<file path="src/hw/rtl/tngen_pkg.sv">
// Shared types, constants and helper functions of the tangent and normal generator.
`default_nettype none

package tngen_pkg;

    localparam int QDEPTH = 2;
    localparam int QPTR_W = $clog2(QDEPTH);

    localparam int CFG_IDX_W = 2;
    localparam logic [CFG_IDX_W-1:0] REG_NORMALS = 2'd0;
    localparam logic [CFG_IDX_W-1:0] REG_UV      = 2'd1;

    localparam logic signed [31:0] Q_ONE   = 32'sd65536;
    localparam logic signed [31:0] S32_MAX = 32'sh7FFF_FFFF;
    localparam logic signed [31:0] S32_MIN = 32'sh8000_0000;

    typedef struct packed {
        logic signed [31:0] px;
        logic signed [31:0] py;
        logic signed [31:0] pz;
        logic signed [31:0] tu;
        logic signed [31:0] tv;
        logic signed [31:0] nx;
        logic signed [31:0] ny;
        logic signed [31:0] nz;
    } vtx_t;

    // Vertex 0 is the newest input, vertex 2 the oldest.
    typedef struct packed {
        vtx_t [2:0] v;
        logic       np;
        logic       uvp;
    } tri_t;

    typedef struct packed {
        logic signed [31:0] out_x;
        logic signed [31:0] out_y;
        logic signed [31:0] out_z;
        logic signed [31:0] out_u;
        logic signed [31:0] out_v;
        logic signed [31:0] normal_x;
        logic signed [31:0] normal_y;
        logic signed [31:0] normal_z;
        logic signed [31:0] tangent_x;
        logic signed [31:0] tangent_y;
        logic signed [31:0] tangent_z;
        logic               last_of_triangle;
    } res_t;

    function automatic logic signed [31:0] sat32(input logic signed [33:0] x);
        logic signed [31:0] r;
        if (x > 34'(S32_MAX))
            r = S32_MAX;
        else if (x < 34'(S32_MIN))
            r = S32_MIN;
        else
            r = x[31:0];
        return r;
    endfunction

    function automatic logic signed [31:0] flip_v(input logic signed [31:0] tv);
        return sat32(34'(Q_ONE) - 34'(tv));
    endfunction

    function automatic logic signed [31:0] sat_diff(input logic signed [31:0] a,
                                                    input logic signed [31:0] b);
        return sat32(34'(a) - 34'(b));
    endfunction

    function automatic logic signed [31:0] get_p(input vtx_t v, input logic [1:0] c);
        logic signed [31:0] r;
        unique case (c)
            2'd0:    r = v.px;
            2'd1:    r = v.py;
            default: r = v.pz;
        endcase
        return r;
    endfunction

    function automatic logic signed [31:0] get_n(input vtx_t v, input logic [1:0] c);
        logic signed [31:0] r;
        unique case (c)
            2'd0:    r = v.nx;
            2'd1:    r = v.ny;
            default: r = v.nz;
        endcase
        return r;
    endfunction

endpackage

`default_nettype wire

</file>
<file path="src/hw/rtl/tngen_front.sv">
// Front part: configuration registers, vertex gathering and triangle assembly.
`default_nettype none

module tngen_front (
    input  wire logic                          clk,
    input  wire logic                          rst_n,
    input  wire logic                          push,
    output logic                               full,
    input  tngen_pkg::vtx_t                    vin,
    input  wire logic                          cfg_valid,
    input  wire logic [tngen_pkg::CFG_IDX_W-1:0] cfg_index,
    input  wire logic                          cfg_data,
    output logic                               q_push,
    input  wire logic                          q_full,
    output tngen_pkg::tri_t                    q_data
);
    import tngen_pkg::*;

    logic [1:0] count_reg;
    vtx_t       hold_reg [2];
    logic       np_reg;
    logic       uvp_reg;
    logic       accept;

    // Only the triangle-closing vertex needs room in the queue.
    assign full   = (count_reg == 2'd2) && q_full;
    assign accept = push && !full;
    assign q_push = accept && (count_reg == 2'd2);

    assign q_data.v[0] = vin;
    assign q_data.v[1] = hold_reg[1];
    assign q_data.v[2] = hold_reg[0];
    assign q_data.np   = np_reg;
    assign q_data.uvp  = uvp_reg;

    always_ff @(posedge clk or negedge rst_n)
    begin
        if (!rst_n)
        begin
            count_reg <= 2'd0;
            np_reg    <= 1'b0;
            uvp_reg   <= 1'b0;
        end
        else
        begin
            if (accept)
                count_reg <= (count_reg == 2'd2) ? 2'd0 : count_reg + 2'd1;
            if (cfg_valid)
            begin
                unique case (cfg_index)
                    REG_NORMALS: np_reg  <= cfg_data;
                    REG_UV:      uvp_reg <= cfg_data;
                    default:     ;
                endcase
            end
        end
    end

    always_ff @(posedge clk)
    begin
        if (accept && (count_reg != 2'd2))
            hold_reg[count_reg[0]] <= vin;
    end

endmodule

`default_nettype wire

</file>
<file path="config.mk">
export PLATFORM = sky130hd
export DESIGN_NAME = tngen_front
export DESIGN_NICKNAME = d
export VERILOG_FILES = /design/src/hw/rtl/tngen_pkg.sv /design/src/hw/rtl/tngen_front.sv
export SDC_FILE = /design/constraint.sdc
export NUM_CORES = 1
export LEC_CHECK = 0
export BUFFER_PORTS_ARGS = -buffer_cell sky130_fd_sc_hd__buf_2
export CAP_MARGIN = 15
export CORE_AREA = 10 10 399 401
export DETAILED_ROUTE_END_ITERATION = 7
export DIE_AREA = 0 0 409 411
export MAX_ROUTING_LAYER = met4
export RECOVER_POWER = 100
export SYNTH_ARGS = -nofsm -noshare
export SYNTH_HDL_FRONTEND = slang
export SYNTH_SLANG_ARGS = --single-unit
export TNS_END_PERCENT = 30
</file>
<file path="constraint.sdc">
create_clock -name clk -period 32.6 [get_ports clk]
set_clock_uncertainty 0.2 [all_clocks]
set_input_delay 6.52 -clock clk [delete_from_list [all_inputs] [get_ports clk]]
set_output_delay 6.52 -clock clk [all_outputs]
set_load 0.05 [all_outputs]
</file>
Yosys cells after proc, flatten, opt, wreduce, memory -nomap -nowiden
Memory sizes are Yosys's and may differ from the RTL's.
Index checks and enable logic that the tools add are counted.
- bitwise gates (word level): 0
- shift operators: 0
- equality and inequality tests: 3
- multiplexer cells: 3
- $mul: 0
- $add $sub $neg: 1
- div/mod/pow operators: 0
- reduce and logical (&&, ||, !) cells: 8
- order comparisons: 0
- operator list (cell ; number):
    logical AND 1 bit ; 4
    AND reduction 2 bit ; 2
    adder 2 x 1 -> 2 bit, second input constant ; 1
    equality test 2 x 1 -> 1 bit, second input constant ; 1
    equality test 2 bit, second input constant ; 1
    zero test 2 bit ; 1
    2-to-1 mux 1 bit ; 2
    2-to-1 mux 2 bit ; 1
    inequality test 2 bit, second input constant ; 1
    zero test 1 bit ; 1
- bits in writable memories: 512
- ROM bits: 0
- input bits: 264
- logic and storage cells: 19
- memories kept: 1
- bits in latches: 0
- output and inout bits: 772
- bits in registers: 4
- memories (name ; words ; bits a word ; read ports ; clocked after memory_dff ; wr ports ; line ; source):
    hold_reg ; 2 ; 256 ; 2 ; 0 ; 1 ; tngen_front.sv:20 ; vtx_t hold_reg [2];

Longest topological paths before layout
Gate-level depths: netlist of the first run.
- depth after elaboration: 7
- mapped depth: 3
- gate-level depth less buffers: 3

Worst setup path before layout of the first run
OpenSTA, ideal clock, no wires.
- path type: input-to-reg
- start point: input push
- end point: memory hold_reg[0][0] in the netlist's numbering, enable pin
- slack: 15.270 ns
- required time: 31.574 ns
- path buffers: 0
- arrival time: 16.303 ns
- setup time: 0.826 ns
- cell stages on the path: 2
- cells stage by stage: inv_1 > nor3_2
- word-level cells in the longest chain between the ends: 4
- ends and longest elaborated chain (what ; line ; source):
    start: declaration ; tngen_front.sv:7 ; input wire logic push,
    logical AND 1 bit ; tngen_front.sv:27 ; assign accept = push && !full;
    logical AND 1 bit ; tngen_front.sv:61 ; if (accept && (count_reg != 2'd2))
    2-to-1 mux 1 bit ; tngen_front.sv:61 ;
    2-to-1 mux 1 bit (implied by the code) ; tngen_front.sv:62 ; hold_reg[count_reg[0]] <= vin;
    end: declaration ; tngen_front.sv:20 ;
Every way passes these cells.

Worst setup path in the final report of the first run
- start point: input push
- end point: memory hold_reg[0][171] in the netlist's numbering, enable pin
The elaborated chain is that of the path after synthesis.

==> results of run 1 <==
worst max path at each step:
stage | slack, ps | endpoint | from | cells after the start
3_5_place_dp | 17950 | full | q_full | 3
2_1_floorplan | 15270 | hold_reg[0][0] | push | 2
3_3_place_gp | 17930 | full | q_full | 3
4_1_cts | 17940 | full | q_full | 3
5_1_grt | 14960 | hold_reg[0][171] | push | 6
6_report | 15870 | hold_reg[0][171] | push | 6
layout make-up:
cell class	instances	area, um^2
fill	17050	127000
sequential	516	15500
timing repair buffer	1043	3920
tap	2030	2540
clock buffer	69	1500
clock inverter	33	328
multi-input combinational	12	91.3
antenna	16	40.0
inverter	2	7.51
power by group through the flow:
stage	combinational, W	clock, W	sequential, W
2_1_floorplan	0.000142	0	0.00135
3_3_place_gp	0.000736	0	0.000928
6_report	0.000683	0.000641	0.000943
3_5_place_dp	0.000737	0	0.000931
5_1_grt	0.000706	0.000681	0.000954
4_1_cts	0.000737	0.000665	0.000919
routing by layer:
metal	routed length, um	up-vias	track usage, %	part of all wire (%)
li1	-	4405	-	-
met1	36200	5605	13.2	37
met2	45900	943	18.1	47
met3	12700	171	4.26	13
met4	3100	0	1.76	3.2
met5	0	-	-	0
worst max-delay path, cell delays in order:
cell and delay [ps]:
clkbuf_1 350, inv_1 160, nor3_1 230, clkbuf_1 1190, clkbuf_1 5540, clkbuf_1 2420
per-stage QoR:
stage / util [%] / hold slack [ps] / std cells / power [W]
detailed placement: 15.5 / 297 / 3603 / 0.00167
CTS: 16.7 / 323 / 3705 / 0.00232
floorplan: - / 281 / 788 / 0.00149
finish: 15.8 / 332 / 3721 / 0.00227
global placement: 15.5 / 294 / 3603 / 0.00166
global route: 15.8 / 339 / 3707 / 0.00234
cell usage after synthesis (all sizes together):
cell type  number
a21o            1
a21oi           1
a31o            1
and2            1
buf           258
dfrtp           4
edfxtp        512
inv             2
mux2            2
nand2b          1
nand3b          1
nor3            1
nor3b           2
nor4            1
cells by family (layout without fill, tap and decap cells):
family	after synthesis	in the layout	share of synthesized area [%]
buffers and inverters	260	1147	11.1
AO/OA/AOI/OAI	3	3	0.129
flip-flops	516	516	88.3
multiplexers	2	2	0.129
other	0	16	0
AND/OR/NAND/NOR	7	7	0.300
==> run summary, run 1 <==
clk sinks - 516
setup TNS - 0 ps
CTS clock-pin slew for the worst setup and hold paths - 60 ps
R2R Path Start - count_reg[0]
sequential share of power - 41.6%
pins over their slew limit - 529
Synth area leader - edfxtp_1
cts repair resizes - 0
sequential fraction of the synthesis area - 88.3%
Hold Path End - uvp_reg
fmax - 59.8 MHz
Placement Setup Slack - 17,950 ps
most frequent cells in the layout - clkbuf_1, edfxtp_1, clkbuf_16
# Max-Cap Violations - 9
cells on worst reg2reg path - 4
DP HPWL - 84.0 mm
HP Start - uvp_reg
routed via count - 11,124
largest net degree at the start of global routing - 126
worst hold path class - reg2reg
max reg flops - 512
CP Data Arrival Time - 16,690 ps
P_sw - 0.000930 W
worst reg2reg path endpoint - hold_reg[0][171]
Worst Tran Pin Value - 8110 ps
R2R Setup Slk - 21,870 ps
setup violators final - 0
Required @ worst endpoint - 32,560 ps
# H-tree levels - 2
Avg Vias per Cell - 2.99
Die ar. - 168,000 um^2
Sw Share - 41.0%
post-synth net total - 1,052
Routed wire per std cell - 26.3 um
Clock power frac - 28.3%
CTS Root Cell - clkbuf_16
RSZ-0062 raised after global routing - no
top cell type's share of synthesized area - 87.8%
Pre-antenna DRT Iters - 5
clock period minus worst slack - 16,730 ps
setup bufs post-CTS - 0
relative slew slack - -441%
Worst VDD drop - 0.0568 mV
vias in the first global route - 11,190
outcome - finished with violations
Power Dens Cells - 94.8 nW/um^2
DRC errors left - 0
hold path cells - 1
layout cells sized above 1 - 5.37%
Synth Cell Area - 17,500 um^2
Crit. End Element - flop
Port Buffers - 1,035
DP Area - 23,400 um^2
CTS buffer count - 55
Final Hold Fails - 0
Horiz. Die Dim - 409 um
Clk Latency, worst-skew pair - 620 ps
Area contributors post-synth - edfxtp_1, buf_4, dfrtp_1
global-route wire length before repair - 120 mm
grt total ovfl - 0
I/O pins - 1,036
failing checks - capacitance limit, slew limit
nets@finish - 1,894
Antenna Nets Post-Route - 0
Area Overhead vs Synth - 36.5%
Row Count - 143
final instance area - 23,900 um^2
Starting Density - 11.6%
commonest non-fill, non-tap cell in the layout - clkbuf_1
Post-CTS Hold Fix Bufs - 0
Crit Path Class - in2reg
register bit total from synthesis - 516
critical path fanouts, max - 125
Worst setup SP type - input port
Mapped Cells - 788
yosys warns - 0
internal power - 0.00134 W
die height - 411 um
placeable core area - 151,000 um^2
final worst slack - 15,870 ps
initial antenna violation count - 63
combinational power share - 30.1%
Detailed Route Iter0 Violations - 1,151
DRT Wirelength - 97.9 mm
Mapped Avg Cell Area - 22.2 um^2
CTS max path bufs - 3
CTS tree - yes
routability cong. - 0.858
Global Route Usage Sum - 11.1%
final period utilization - 51.3%
P_leak - 6.99 nW
post-synthesis cell type count - 14
Note: power is estimated with default switching activity, not from simulation.
==> run 2, diff against run 1 <==
==> constraint.sdc (replaced) <==
create_clock -name clk -period 17 [get_ports clk]
set_clock_uncertainty 0.2 [all_clocks]
set_input_delay 3.4 -clock clk [delete_from_list [all_inputs] [get_ports clk]]
set_output_delay 3.4 -clock clk [all_outputs]
set_load 0.05 [all_outputs]
==> run summary, run 2 (synthesis results as in run 1) <==
outcome - finished with violations (unchanged)
failing checks - capacitance limit, slew limit (unchanged)
largest net degree at the start of global routing - 130 (was 126)
fmax - 90.8 MHz
most frequent cells in the layout - clkbuf_1, edfxtp_1, clkbuf_16 (unchanged)
setup bufs post-CTS - 0 (unchanged)
worst reg2reg path endpoint - hold_reg[1][32] (was hold_reg[0][171])
DRT Wirelength - 98.1 mm (was 97.9 mm)
Power Dens Cells - 180 nW/um^2 (was 94.8 nW/um^2)
DP HPWL - 84.2 mm (was 84.0 mm)
Worst Tran Pin Value - 4090 ps (was 8110 ps)
routed via count - 11,104 (was 11,124)
Crit Path Class - in2reg (unchanged)
Worst setup SP type - input port (unchanged)
Total Power - 0.00430 W (was 0.00227 W)
cts repair resizes - 0 (unchanged)
CTS tree - yes (unchanged)
Area Overhead vs Synth - 36.3% (was 36.5%)
Row Count - 143 (unchanged)
Fillers - 17,057 (was 17,050)
die height - 411 um (unchanged)
Placement Setup Slack - 8520 ps (was 17,950 ps)
RSZ-0062 raised after global routing - no (unchanged)
max reg flops - 512 (unchanged)
pins over their slew limit - 398 (was 529)
Avg Vias per Cell - 2.99 (about the same)
final period utilization - 64.8%
P_leak - 6.98 nW (was 6.99 nW)
# H-tree levels - 2 (unchanged)
Register Area - 15,500 um^2 (unchanged)
nets@finish - 1,894 (unchanged)
grt total ovfl - 0 (unchanged)
Hold Path End - np_reg (was uvp_reg)
Pre-antenna DRT Iters - 5 (unchanged)
# Max-Cap Violations - 8 (was 9)
Horiz. Die Dim - 409 um (unchanged)
Post-CTS Hold Fix Bufs - 0 (unchanged)
R2R Setup Slk - 8800 ps (was 21,870 ps)
hold path cells - 1 (unchanged)
routability cong. - 0.871 (was 0.858)
initial antenna violation count - 65 (was 63)
CTS max path bufs - 3 (unchanged)
critical path fanouts, max - 78 (was 125)
Antenna Nets Post-Route - 0 (unchanged)
CTS buffer count - 56 (was 55)
setup violators final - 0 (unchanged)
Worst VDD drop - 0.100 mV (was 0.0568 mV)
HP Start - np_reg (was uvp_reg)
fin util - 15.8% (about the same)
commonest non-fill, non-tap cell in the layout - clkbuf_1 (unchanged)
CTS clock-pin slew for the worst setup and hold paths - 60 ps (about the same)
Starting Density - 11.6% (unchanged)
clk sinks - 516 (unchanged)
I/O pins - 1,036 (unchanged)
R2R Path Start - count_reg[0] (unchanged)
Required @ worst endpoint - 16,950 ps (was 32,560 ps)
cells on worst reg2reg path - 3 (was 4)
global-route wire length before repair - 121 mm (was 120 mm)
placeable core area - 151,000 um^2 (unchanged)
Clk Latency, worst-skew pair - 630 ps (was 620 ps)
Critical Path Start - push (unchanged)
Die ar. - 168,000 um^2 (unchanged)
DRC errors left - 0 (unchanged)
Port Buffers - 1,035 (unchanged)
CP Data Arrival Time - 10,960 ps (was 16,690 ps)
Routed wire per std cell - 26.4 um (was 26.3 um)
setup TNS - 0 ps (unchanged)
worst hold path class - reg2reg (unchanged)
clock period minus worst slack - 11,010 ps
area occupied by multi-input gates - 91.3 um^2 (unchanged)
final worst slack - 5990 ps (was 15,870 ps)
layout cells sized above 1 - 5.61% (was 5.37%)
Crit. End Element - flop (unchanged)
final hold slack - 330 ps (was 332 ps)
CTS Root Cell - clkbuf_16 (unchanged)
vias in the first global route - 11,247 (was 11,190)
Final Hold Fails - 0 (unchanged)
Global Route Usage Sum - 11.2% (was 11.1%)
Detailed Route Iter0 Violations - 1,241 (was 1,151)
relative slew slack - -172% (was -441%)
[run 2: area by class of cell]
class / instances / area share [%]
multi-input cells: 12 / 0.382
well taps: 2030 / 10.6
inverters: 2 / 0.0314
repair buffers: 1042 / 16.5
diodes: 12 / 0.126
flip-flops and latches: 516 / 64.8
clock inverters: 36 / 1.35
clock buffers: 68 / 6.22
[run 2: per-stage QoR]
stage	instances	instance area (um^2)
6_report	3718	23900
5_1_grt	3707	23900
4_1_cts	3706	25200
3_5_place_dp	3602	23400
3_3_place_gp	3602	23400
2_1_floorplan	788	17500
[run 2: per-layer routing]
metal | wire, um | GRT usage, % | vias to the layer above
met1 | 36300 | 13.4 | 5621
li1 | - | - | 4402
met5 | 0 | - | -
met4 | 2730 | 1.76 | 0
met3 | 12700 | 4.15 | 152
met2 | 46300 | 18.1 | 929
[run 2: how the worst max path moves through the flow]
| stage | end | slack [ps] | cells past startpoint |
|---|---|---|---|
| floorplan | hold_reg[0][0] | 2790 | 2 |
| global placement | full | 8520 | 3 |
| detailed placement | full | 8520 | 3 |
| CTS | full | 8510 | 3 |
| global route | hold_reg[1][189] | 5350 | 4 |
| finish | hold_reg[1][32] | 5990 | 4 |
[run 2: critical path, cell delays in order]
cell      delay (ps)
clkbuf_1         430
and2_0          1580
clkbuf_1        2340
clkbuf_1        2990
[run 2: where the power goes]
group / internal (W) / switching, W / total (W) / leakage, nW
logic: 0.000109 / 0.00120 / 0.00131 / 1.28
clock network: 0.000673 / 0.000528 / 0.00120 / 0.884
registers: 0.00172 / 0.0000671 / 0.00179 / 4.81
