[src/hw/rtl/tngen_pkg.sv]
// Shared types, constants and helper functions of the tangent and normal generator.
`default_nettype none

package tngen_pkg;

    localparam int QDEPTH = 2;
    localparam int QPTR_W = $clog2(QDEPTH);

    localparam int CFG_IDX_W = 2;
    localparam logic [CFG_IDX_W-1:0] REG_NORMALS = 2'd0;
    localparam logic [CFG_IDX_W-1:0] REG_UV      = 2'd1;

    localparam logic signed [31:0] Q_ONE   = 32'sd65536;
    localparam logic signed [31:0] S32_MAX = 32'sh7FFF_FFFF;
    localparam logic signed [31:0] S32_MIN = 32'sh8000_0000;

    typedef struct packed {
        logic signed [31:0] px;
        logic signed [31:0] py;
        logic signed [31:0] pz;
        logic signed [31:0] tu;
        logic signed [31:0] tv;
        logic signed [31:0] nx;
        logic signed [31:0] ny;
        logic signed [31:0] nz;
    } vtx_t;

    // Vertex 0 is the newest input, vertex 2 the oldest.
    typedef struct packed {
        vtx_t [2:0] v;
        logic       np;
        logic       uvp;
    } tri_t;

    typedef struct packed {
        logic signed [31:0] out_x;
        logic signed [31:0] out_y;
        logic signed [31:0] out_z;
        logic signed [31:0] out_u;
        logic signed [31:0] out_v;
        logic signed [31:0] normal_x;
        logic signed [31:0] normal_y;
        logic signed [31:0] normal_z;
        logic signed [31:0] tangent_x;
        logic signed [31:0] tangent_y;
        logic signed [31:0] tangent_z;
        logic               last_of_triangle;
    } res_t;

    function automatic logic signed [31:0] sat32(input logic signed [33:0] x);
        logic signed [31:0] r;
        if (x > 34'(S32_MAX))
            r = S32_MAX;
        else if (x < 34'(S32_MIN))
            r = S32_MIN;
        else
            r = x[31:0];
        return r;
    endfunction

    function automatic logic signed [31:0] flip_v(input logic signed [31:0] tv);
        return sat32(34'(Q_ONE) - 34'(tv));
    endfunction

    function automatic logic signed [31:0] sat_diff(input logic signed [31:0] a,
                                                    input logic signed [31:0] b);
        return sat32(34'(a) - 34'(b));
    endfunction

    function automatic logic signed [31:0] get_p(input vtx_t v, input logic [1:0] c);
        logic signed [31:0] r;
        unique case (c)
            2'd0:    r = v.px;
            2'd1:    r = v.py;
            default: r = v.pz;
        endcase
        return r;
    endfunction

    function automatic logic signed [31:0] get_n(input vtx_t v, input logic [1:0] c);
        logic signed [31:0] r;
        unique case (c)
            2'd0:    r = v.nx;
            2'd1:    r = v.ny;
            default: r = v.nz;
        endcase
        return r;
    endfunction

endpackage

`default_nettype wire

[src/hw/rtl/tngen_queue.sv]
// Two-entry triangle queue between the front and back parts.
`default_nettype none

module tngen_queue (
    input  wire logic           clk,
    input  wire logic           rst_n,
    input  wire logic           push,
    input  tngen_pkg::tri_t     wdata,
    output logic                full,
    input  wire logic           pop,
    output tngen_pkg::tri_t     rdata,
    output logic                empty
);
    import tngen_pkg::*;

    tri_t                mem [QDEPTH];
    logic [QPTR_W-1:0]   wp_reg;
    logic [QPTR_W-1:0]   rp_reg;
    logic [QPTR_W:0]     cnt_reg;
    logic                do_push;
    logic                do_pop;

    assign full    = (cnt_reg == (QPTR_W+1)'(QDEPTH));
    assign empty   = (cnt_reg == '0);
    assign rdata   = mem[rp_reg];
    assign do_push = push && !full;
    assign do_pop  = pop && !empty;

    always_ff @(posedge clk or negedge rst_n)
    begin
        if (!rst_n)
        begin
            wp_reg  <= '0;
            rp_reg  <= '0;
            cnt_reg <= '0;
        end
        else
        begin
            if (do_push)
                wp_reg <= (wp_reg == QPTR_W'(QDEPTH - 1)) ? '0 : wp_reg + 1'b1;
            if (do_pop)
                rp_reg <= (rp_reg == QPTR_W'(QDEPTH - 1)) ? '0 : rp_reg + 1'b1;
            if (do_push && !do_pop)
                cnt_reg <= cnt_reg + 1'b1;
            else if (do_pop && !do_push)
                cnt_reg <= cnt_reg - 1'b1;
        end
    end

    always_ff @(posedge clk)
    begin
        if (do_push)
            mem[wp_reg] <= wdata;
    end

endmodule

`default_nettype wire

[config.mk]
export PLATFORM = sky130hd
export DESIGN_NAME = tngen_queue
export DESIGN_NICKNAME = d
export VERILOG_FILES = /design/src/hw/rtl/tngen_pkg.sv /design/src/hw/rtl/tngen_queue.sv
export SDC_FILE = /design/constraint.sdc
export NUM_CORES = 1
export LEC_CHECK = 0
export BUFFER_PORTS_ARGS = -buffer_cell sky130_fd_sc_hd__buf_2
export CORE_AREA = 2 2 599 601
export DETAILED_ROUTE_END_ITERATION = 12
export DIE_AREA = 0 0 601 603
export PLACE_DENSITY_LB_ADDON = 0.05
export SYNTH_ARGS = -nofsm -noshare
export SYNTH_HDL_FRONTEND = slang
export SYNTH_SLANG_ARGS = --single-unit
[constraint.sdc]
create_clock -name clk -period 44.1 [get_ports clk]
set_input_delay 2.205 -clock clk [delete_from_list [all_inputs] [get_ports clk]]
set_output_delay 2.205 -clock clk [all_outputs]
set_load 0.02 [all_outputs]
Word-level counts from Yosys, hierarchy flattened
Memory sizes are Yosys's and may differ from the RTL's.
Index checks and enable logic that the tools add are counted.
W data, S select, Z words.
{"block": "op_classes", "addsub": 4, "eq_ne": 1, "mux": 6, "reduce_logical": 10}
{"cell": "$logic_and A1 B1 Y1", "count": 4}
{"cell": "$logic_not A1 Y1", "count": 4}
{"cell": "$mux W1", "count": 4}
{"cell": "$mux W2", "count": 2}
{"cell": "$add A1 B1 Y1 const B", "count": 2}
{"cell": "$add A2 B1 Y2 const B", "count": 1}
{"cell": "$eq A2 B2 Y1 const B", "count": 1}
{"cell": "$logic_not A2 Y1", "count": 1}
{"cell": "$reduce_bool A2 Y1", "count": 1}
{"cell": "$sub A2 B1 Y2 const B", "count": 1}
{"block": "totals", "reg_bits": 4, "ramBits": 1540, "elab_cells": 25, "n_memories": 1}
{"name": "mem", "depth": 2, "width": 770, "read_ports": 1, "rd_clocked_by_memory_dff": 0, "wr": 1, "line_no": "tngen_queue.sv:16", "source": "tri_t mem [QDEPTH];"}

Longest topological paths before layout
Gate-level depths: netlist of run 1.
{"block": "logic_depth", "ltp_word": 7, "depth_mapped": 7, "ltp_nobuf": 7}

Worst setup path after synthesis of run 1
Ideal clock, no wire load.
{"block": "synth_timing", "path_kind": "input to register", "startpoint": "input push", "endpoint": "memory mem[0][0] (netlist name), enable pin", "arrival_ns": 34.122, "required_ns": 42.176, "path_slack_ns": 8.054, "cell_stages": 2, "cell_sequence": "nand2_1 -> nor2_1"}
{"block": "synth_between", "elab_chain_cells": 3}
{"item": "start, declared", "line_no": "tngen_queue.sv:7", "source": "input wire logic push,"}
{"item": "$logic_and A1 B1 Y1", "line_no": "tngen_queue.sv:26", "source": "assign do_push = push && !full;"}
{"item": "$mux W1", "line_no": "tngen_queue.sv:52", "source": "if (do_push)"}
{"item": "$mux W1 (implied by the code)", "line_no": "tngen_queue.sv:53", "source": "mem[wp_reg] <= wdata;"}
{"item": "end, declared", "line_no": "tngen_queue.sv:16"}
Every way passes these cells.

==> out/results.tsv, run 1 <==
metric	value	unit
status	complete, but fails checks	
violations in the final reports	max-slew violations	
simple-gate share of the synthesized area	0.0487	%
synthesized netlist cell count	2415	
setup clock skew after layout	0.0582	ns
total area of sequential cells	0.0463	mm^2
critical path, cell by cell	buf_4, buf_4, buf_4, buf_4, buf_4, buf_4, mux2_2, buf_2	
layout cells sized above 1	61.0	%
residual overflow from global routing	0	
via count of the first global-routing pass	32300	
commonest register cell after synthesis	edfxtp_1	
count leader, synth	edfxtp_1	
number of DRC violations after detailed-routing iteration 0	1579	
Worst VDD drop	44.9	uV
leakage power total	27.6	nW
most area-consuming cells after synthesis	edfxtp_1 (82%), mux2_2 (12%), mux2_4 (5.0%)	
adder-cell share of the synthesized area	0.0221	%
library cell occupying the most area in the post-synthesis netlist	edfxtp_1	
DP Cell Count	8658	
share of the synthesized area in compound gates (AO/OA/AOI/OAI)	0.00886	%
Resize count post-CTS	0	
Synth-to-Final Area Change	34.9	%
setup violation total in the final timing report	0	
library cell used as clock root buffer	clkbuf_16	
kind of critical path	register to output pin	
top-area cell type share of the netlist area	81.8	%
pin count of the biggest net entering global routing	152	
endpoint arrival time on the critical path	7.12	ns
mean instance size in the synthesized netlist	23.4	um^2
Worst Path Required	41.90	ns
postcts setup bufs	0	
syn nets	3190	
power density normalized to cell area	73.7	mW/mm^2
global-route wire length before repair	315000	um
cell area after technology mapping	0.0565	mm^2
setup repair after global routing missed its margin	no	
number of hold buffers added after CTS	0	
clock sink count	1544	
maximum fanout along the worst path	64	
max reg flops	1540	
overall routed net length	245000	um
clock tree from TritonCTS	built	
Hold Vio Cnt, Final	0	
worst min path class	register to register	
share of cell area taken by muxes after synthesis	16.6	%
post-layout util	21.5	%
#FFs+latches synth	1544	
maximum operating frequency	0.107	GHz
H-tree depth	4	
slowest stage cell on the critical path	buf_4	
CP most frequent cell	buf_4	
post-layout minimum cycle time	9.32	ns
final-report max-slew violation count	87	
initial antenna violation count	312	
Max-Cap Viols	0	
clock insertion delay at the later pin of the skew report	0.88	ns
Multi-input gate area	0.00949	mm^2
number of vias in the routed layout	31000	
CTS clk-pin slew, worst paths	0.06	ns
setup slack of the critical path after layout	34.78	ns
dominant combinational cell family by area after synthesis	multiplexers	
register area share after synthesis	82.0	%
filler cell count in the final layout	37600	
slew margin rel.	-6.45	%
Async SR Flop Fraction	0.259	%
Placer Congestion	0.775	
commonest cells in the synthesized netlist	edfxtp_1 (1540), mux2_2 (580), mux2_4 (190), buf_4 (50), buf_6 (22)	
Synth Area in XOR/XNOR	0.0775	%
Initial Utilization	15.9	%
horizontal die dimension	601	um
remaining antenna violation count	0	
# nets final	4889	
final standard cell count with taps included and fillers excluded	9068	
wire length per cell	27.0	um
Top Ports	1546	
num rows	219	
height of the chip	603	um
Warnings, synthesis	0	
total track usage	12.9	%
kind of end point of the critical path	output pin	
kind of start point of the critical path	register	
via density per instance	3.41	
CORE AREA	0.355	mm^2
delay of the slowest critical-path stage	0.92	ns
number of synthesized flops with an enable pin	1540	
number of remaining DRC errors	0	
post-synthesis cell type count	16	
Final Cycle Share	21.1	%
placement-stage worst setup slack	35.34	ns
Num CTS Buffers	205	
1st-pass router iterations	5	
floorplan die area	0.362	mm^2
half-perimeter wire length after detailed placement	184000	um
largest buffer count on any clock path	4	
input/output buffers	1545	
Tightest Pin Transition	1.60	ns
sum of negative setup slack	0	ns
-- layout by cell type (no fill, tap or decap), drive strengths merged --
cell type / netlist / routed
and3: 1 / 1
buf: 86 / 1578
bufinv: 0 / 10
clkbuf: 0 / 261
clkinv: 0 / 87
clkinvlp: 0 / 5
dfrtp: 4 / 4
diode: 0 / 42
edfxtp: 1540 / 1540
ha: 1 / 1
inv: 2 / 7
mux2: 770 / 770
nand2: 1 / 1
nand2b: 1 / 1
nor2: 3 / 3
o21ai: 1 / 1
xnor2: 3 / 3
xor2: 2 / 2
-- final timing paths --
kind,to,depth (start not counted),startpoint,slack [ns]
max in group asynchronous,rp_reg$_DFFE_PN0P_,1,rst_n,42.78
worst max register to register,mem[1][217]$_DFFE_PP_,7,cnt_reg[0]$_DFFE_PN0P_,38.55
min in group asynchronous,cnt_reg[1]$_DFFE_PN0P_,1,rst_n,1.17
worst max-delay path,rdata[287],8,rp_reg$_DFFE_PN0P_,34.78
worst min register to register,cnt_reg[1]$_DFFE_PN0P_,1,cnt_reg[1]$_DFFE_PN0P_,0.52
worst min-delay path,cnt_reg[1]$_DFFE_PN0P_,1,cnt_reg[1]$_DFFE_PN0P_,0.52
-- worst max-delay path, delay by kind of cell (launching register included) --
family / cells / cell delay [ns]
buf+inv: 7 / 4.65
flops: 1 / 0.88
mux: 1 / 0.43
-- per-layer routing --
metal | part of all wire (%) | GRT usage, % | routed length [um]
met4 | 3.9 | 4.09 | 9670
met3 | 9.0 | 5.38 | 22100
met5 | 0.30 | 0 | 747
met1 | 32 | 12.0 | 78700
met2 | 55 | 25.2 | 134000
-- final cells by class --
type,instances,share of cell area [%]
timing repair buffer,1578,10.6
clock inverter,107,1.10
clock buffer,261,7.13
multi-input combinational,783,12.4
sequential,1544,60.8
tap,4751,7.80
inverter,2,0.00984
antenna,42,0.138
-- cells by family after synthesis --
logic type	count (synthesis)
simple gates	6
fa+ha+maj	1
buf+inv	88
mux	770
compound gates	1
xor+xnor	5
flops	1544
-- where the power goes --
group	total [mW]	leakage (nW)	internal, mW	switching [mW]
clock network	1.59	3.03	0.924	0.662
logic	1.92	10.2	0.645	1.28
registers	2.11	14.4	2.01	0.0944
total	5.62	27.6	3.58	2.04
-- per-stage QoR --
stage	cell area, um^2	power (mW)	hold WS (ns)
after global routing	76200	5.89	0.539
after global placement	69900	4.16	0.525
after floorplan	56500	3.68	0.461
final	76300	5.62	0.522
after CTS	76200	5.79	0.523
after detailed placement	69900	4.15	0.512
Note: power is estimated with default switching activity, not from simulation.
==> inputs of run 2 (changes only) <==
--- a/config.mk
+++ b/config.mk
@@ -6,9 +6,9 @@
 export NUM_CORES = 1
 export LEC_CHECK = 0
 export BUFFER_PORTS_ARGS = -buffer_cell sky130_fd_sc_hd__buf_2
-export CORE_AREA = 2 2 599 601
+export CORE_AREA = 2 2 594 596
 export DETAILED_ROUTE_END_ITERATION = 12
-export DIE_AREA = 0 0 601 603
+export DIE_AREA = 0 0 596 598
 export PLACE_DENSITY_LB_ADDON = 0.05
 export SYNTH_ARGS = -nofsm -noshare
 export SYNTH_HDL_FRONTEND = slang
==> constraint.sdc (replaced) <==
create_clock -name clk -period 7.6 [get_ports clk]
set_input_delay 0.38 -clock clk [delete_from_list [all_inputs] [get_ports clk]]
set_output_delay 0.38 -clock clk [all_outputs]
set_load 0.02 [all_outputs]
==> run 2 against run 1 <==
Compared with the run above: the run now ends clean; design area up 9.9%; clock power rose to 5.6 times the previous value; sequential cell count unchanged; register-to-register slack worse by 34 ns; critical endpoint is now rdata[165]; largest cell class unchanged.
==> out/results.tsv, run 2 (synthesis gave the netlist of run 1 again) <==
metric	value	unit	change
internal power	20.8	mW	+480%
initial antenna violation count	170		-46%
input/output buffers	1545		unchanged
setup violation total in the final timing report	0		unchanged
maximum fanout along the worst path	48		-25%
height of the chip	598	um	-0.83%
Worst VDD drop	239	uV	+430%
Initial Utilization	16.1	%	+0.21 points
endpoint arrival time on the critical path	3.71	ns	-3.41 ns
Final Cycle Share	53.8	%	
register-to-register setup slack	4.58	ns	-33.97 ns
number of cell instances on the worst register-to-register path	5		-2
share of power burned in registers	37.0	%	-0.5 points
setup repair after global routing missed its margin	no		
share of power burned in combinational logic	35.6	%	+1.3 points
clock insertion delay at the later pin of the skew report	0.85	ns	-0.03 ns
via density per instance	3.41		about the same
kind of start point of the critical path	register		
share of total power consumed by net switching	36.3	%	+0.038 points
wire length per cell	24.8	um	-8.4%
final-report max-slew violation count	0		-100%
filler cell count in the final layout	36800		-2.0%
# nets final	5673		+16%
most common cell after layout, fill and taps aside	buf_2		
Global Route met1 Usage	14.1	%	+2.1 points
leakage power total	30.8	nW	+12%
pin count of the biggest net entering global routing	129		-15%
CTS clk-pin slew, worst paths	0.06	ns	about the same
number of remaining DRC errors	0		unchanged
clock sink count	1544		unchanged
leading cell types in the layout, fill and taps excluded	buf_2 (1545), edfxtp_1 (1540), dlygate4sd3_1 (774)		
total track usage	13.0	%	+0.051 points
worst min path class	primary input to register		
status	complete, no violations		
post-layout minimum cycle time	4.09	ns	
kind of end point of the critical path	output pin		
maximum operating frequency	0.245	GHz	
number of DRC violations after detailed-routing iteration 0	1403		-11%
Max-Cap Viols	0		unchanged
setup clock skew after layout	0.0366	ns	-0.0215 ns
Clk network pwr share	27.4	%	-0.8 points
Hold Crit Depth	2		+1
number of vias in the routed layout	33300		+7.5%
layout cells sized above 1	51.9	%	-9.1 points
placement-stage worst setup slack	4.26	ns	-31.08 ns
Worst Path Required	7.22	ns	-34.68 ns
Placer Congestion	0.770		-0.76%
via count of the first global-routing pass	35700		+11%
max reg flops	1540		unchanged
half-perimeter wire length after detailed placement	180000	um	-2.1%
global-route wire length before repair	317000	um	+0.50%
kind of critical path	register to output pin		
Sw Pwr	11.9	mW	+480%
Resize count post-CTS	0		unchanged
Synth-to-Final Area Change	48.3	%	
CORE AREA	0.351	mm^2	-1.3%
met2 capacity usage during global routing	22.4	%	-2.8 points
RR Endpoint	mem[0][685]$_DFFE_PP_		
remaining antenna violation count	0		unchanged
H-tree depth	4		unchanged
critical register-to-register path startpoint	cnt_reg[0]$_DFFE_PN0P_		
Hold Vio Cnt, Final	0		unchanged
num rows	218		-0.46%
Num CTS Buffers	202		-1.5%
Cell Area, Placed	0.0699	mm^2	about the same
library cell used as clock root buffer	clkbuf_16		
largest buffer count on any clock path	4		unchanged
grt peak-use layer	met2		
overall routed net length	241000	um	-1.5%
global routing usage on met3	5.80	%	+0.41 points
clock tree from TritonCTS	built		
slew margin rel.	30.3	%	+37 points
final non-filler cell area	0.0838	mm^2	+9.9%
setup slack of the critical path after layout	3.51	ns	-31.27 ns
horizontal die dimension	596	um	-0.83%
power density normalized to cell area	390	mW/mm^2	+430%
critical hold path startpoint	wdata[298]		
Hold Path End	mem[1][298]$_DFFE_PP_		
Tightest Pin Transition	1.05	ns	-0.551 ns
floorplan die area	0.356	mm^2	-1.7%
post-layout util	23.9	%	+2.4 points
1st-pass router iterations	5		unchanged
Top Ports	1546		unchanged
residual overflow from global routing	0		unchanged
-- run 2: cell types whose count changed in the layout (fill, tap and decap cells not counted), sizes merged --
cell         change
dlygate4sd3    +774
diode           +25
buf             +13
clkinv           +8
bufinv           -4
clkinvlp         -4
clkbuf           -2
-- run 2: area by class of cell --
cell class / count / area, um^2 / share of cell area, %
Multi-Input combinational cell: 783 / 9500 / 11.3
Clock inverter: 107 / 711 / 0.848
Antenna cell: 67 / 168 / 0.200
Timing Repair Buffer: 2365 / 16000 / 19.1
Inverter: 2 / 7.51 / 0.00895
Tap cell: 4620 / 5780 / 6.89
Sequential cell: 1544 / 46300 / 55.3
Clock buffer: 259 / 5350 / 6.39
-- run 2: stage by stage --
stage               power [mW]  hold slack, ns  std cells  setup TNS [ns]
floorplan                 19.9          0.0844       2415        -5747.08
global placement          24.1           0.210       8540               0
detailed placement        24.1           0.207       8540               0
CTS                       33.8          0.0906       9680               0
global route              34.4           0.152       9724               0
finish                    32.7           0.225       9747               0
-- run 2: critical path, stage by stage (launching register included) --
cell and delay [ns]:
dfrtp_4 1.01, buf_4 0.63, buf_4 0.54, mux2_2 0.44, buf_2 0.17
-- run 2: power by group through the flow --
stage               logic [mW]  registers, mW  clock network (mW)
global placement          11.8           12.3                   0
detailed placement        11.7           12.3                   0
floorplan                 6.88           13.0                   0
finish                    11.6           12.1                8.95
CTS                       12.2           12.1                9.42
global route              12.4           12.3                9.68
-- run 2: worst max-delay path by stage --
stage / cells after the start / slack, ns / from / endpoint
after global routing: 4 / 3.24 / rp_reg$_DFFE_PN0P_ / rdata[245]
after floorplan: 3 / -4.79 / cnt_reg[0]$_DFFE_PN0P_ / mem[0][0]$_DFFE_PP_
after CTS: 4 / 3.25 / rp_reg$_DFFE_PN0P_ / rdata[245]
after detailed placement: 4 / 4.26 / rp_reg$_DFFE_PN0P_ / rdata[245]
after global placement: 4 / 4.27 / rp_reg$_DFFE_PN0P_ / rdata[165]
final: 4 / 3.51 / rp_reg$_DFFE_PN0P_ / rdata[165]
-- run 2: per-layer routing --
metal | wire length, um | up-vias
met5 | 476 | -
met4 | 8740 | 76
met3 | 23900 | 493
met2 | 118000 | 1345
met1 | 90200 | 16500
li1 | - | 14800
-- run 2: what timing repair did --
item                      in CTS  in global routing
hold buffers                 774                  0
hold endpoints to repair    1554                  0
setup buffers                  0                  0
==> inputs of run 3 (changes only) <==
==> constraint.sdc (replaced) <==
create_clock -name clk -period 3.65 [get_ports clk]
set_input_delay 0.1825 -clock clk [delete_from_list [all_inputs] [get_ports clk]]
set_output_delay 0.1825 -clock clk [all_outputs]
set_load 0.02 [all_outputs]
==> run 3 against run 2 <==
Compared with the run above: first-iteration DRC count increased by 11%; worst hold slack got worse by 0.14 ns; largest power group unchanged; global-route usage increased by 0.13 points; clock-buffer cell count decreased by 7; utilization increased by 1.3 points; design area increased by 5.4%.
==> out/results.tsv, run 3 (synthesis gave the netlist of run 1 again) <==
metric	value	unit	change
critical path, cell by cell	buf_12, buf_4, mux2_2, buf_2		
layout cells sized above 1	47.9	%	-4.0 points
kind of start point of the critical path	register		
horizontal die dimension	596	um	unchanged
floorplan die area	0.356	mm^2	unchanged
Initial Utilization	16.1	%	unchanged
power density normalized to cell area	779	mW/mm^2	+100%
final-report max-slew violation count	0		unchanged
Hold Vio Cnt, Final	0		unchanged
worst min path class	primary input to register		
number of DRC violations after detailed-routing iteration 0	1556		+11%
setup repair after global routing missed its margin	no		
half-perimeter wire length after detailed placement	181000	um	+0.64%
total track usage	13.1	%	+0.13 points
Synth-to-Final Area Change	56.3	%	
wire length per cell	24.0	um	-2.9%
setup violation total in the final timing report	0		unchanged
Worst Path Required	3.47	ns	-3.75 ns
Worst VDD drop	383	uV	+60%
max reg flops	1540		unchanged
residual overflow from global routing	0		unchanged
kind of critical path	register to output pin		
Max-Cap Viols	0		unchanged
number of remaining DRC errors	0		unchanged
global-route wire length before repair	323000	um	+1.9%
height of the chip	598	um	unchanged
setup slack of the critical path after layout	0.506	ns	-3.00 ns
Final Cycle Share	86.1	%	
Top Ports	1546		unchanged
status	complete, no violations		
leading cell types in the layout, fill and taps excluded	buf_2 (1545), edfxtp_1 (1540), dlygate4sd3_1 (1195)		
Tightest Pin Transition	1.05	ns	+0.00231 ns
leakage power total	32.7	nW	+6.1%
input/output buffers	1545		unchanged
number of vias in the routed layout	35000		+5.3%
library cell used as clock root buffer	clkbuf_16		
Placer Congestion	0.779		+1.2%
via count of the first global-routing pass	37500		+4.9%
num rows	218		unchanged
Num CTS Buffers	202		unchanged
H-tree depth	4		unchanged
CTS clk-pin slew, worst paths	0.05	ns	about the same
pin count of the biggest net entering global routing	134		+3.9%
slew margin rel.	30.2	%	-0.15 points
endpoint arrival time on the critical path	2.96	ns	-0.75 ns
# nets final	6111		+7.7%
maximum fanout along the worst path	44		-8.3%
setup clock skew after layout	0.0366	ns	+0.0000110 ns
via density per instance	3.45		+1.1%
remaining antenna violation count	0		unchanged
initial antenna violation count	151		-11%
slowest stage cell on the critical path	dfrtp_4		
placement-stage worst setup slack	1.30	ns	-2.96 ns
kind of end point of the critical path	output pin		
most common cell after layout, fill and taps aside	buf_2		
clock insertion delay at the later pin of the skew report	0.87	ns	+0.02 ns
overall routed net length	244000	um	+1.1%
CORE AREA	0.351	mm^2	unchanged
largest buffer count on any clock path	4		unchanged
sum of negative setup slack	0	ns	unchanged
clock tree from TritonCTS	built		
post-layout minimum cycle time	3.14	ns	
Resize count post-CTS	0		unchanged
maximum operating frequency	0.318	GHz	
1st-pass router iterations	5		unchanged
delay of the slowest critical-path stage	0.68	ns	-0.33 ns
clock sink count	1544		unchanged
## run 3: per-stage QoR
stage          instances  util (%)  cell area [um^2]  total power [mW]  hold WS, ns
2_1_floorplan       2415         -             56500              36.8       -0.113
3_3_place_gp        8557      20.0             70200              50.6       0.0168
3_5_place_dp        8557      20.0             70200              50.5       0.0128
4_1_cts            10100      25.2             88200              71.0    0.0000748
5_1_grt            10100      25.2             88300              72.4       0.0153
6_report           10200      25.2             88400              68.8       0.0849
## run 3: critical path, delay by kind of cell (launching register included)
family,cells,cell delay (ns)
buffers and inverters,3,0.90
flip-flops,1,0.68
multiplexers,1,0.43
## run 3: final cells by class
cell class              count  area (um^2)
fillers                 36600       262000
flip-flops and latches   1544        46300
repair buffers           2803        20600
multi-input cells         783         9500
well taps                4620         5780
clock buffers             252         5260
clock inverters           102          767
diodes                     49          123
inverters                   2         7.51
## run 3: worst paths after layout
path / end / cells after the start / start / slack [ns]
setup reg to reg: mem[0][181]$_DFFE_PP_ / 5 / cnt_reg[0]$_DFFE_PN0P_ / 1.39
hold / removal: mem[0][596]$_DFFE_PP_ / 2 / wdata[596] / 0.08
max in group asynchronous: rp_reg$_DFFE_PN0P_ / 3 / rst_n / 3.10
min in group asynchronous: rp_reg$_DFFE_PN0P_ / 3 / rst_n / 0.34
setup / recovery: rdata[759] / 4 / rp_reg$_DFFE_PN0P_ / 0.51
hold reg to reg: wp_reg$_DFFE_PN0P_ / 1 / wp_reg$_DFFE_PN0P_ / 0.56
## run 3: timing repair
item                                    CTS  global route
setup buffers                             0             0
endpoints found under the hold margin  1587             0
hold buffers                           1195             0
## run 3: routing by layer
layer  up-vias  share of wire, %  GRT usage (%)
met5         -              0.20              0
li1      15700                 -              -
met4        72               2.4           2.97
met2      1315                50           23.4
met3       442               9.7           5.72
met1     17500                38           14.3
## run 3: where the power goes
group | total [mW] | switching (mW) | internal [mW] | leakage [nW]
clock network | 18.6 | 7.96 | 10.7 | 2.94
registers | 25.1 | 0.876 | 24.2 | 14.4
logic | 25.1 | 16.1 | 9.01 | 15.4
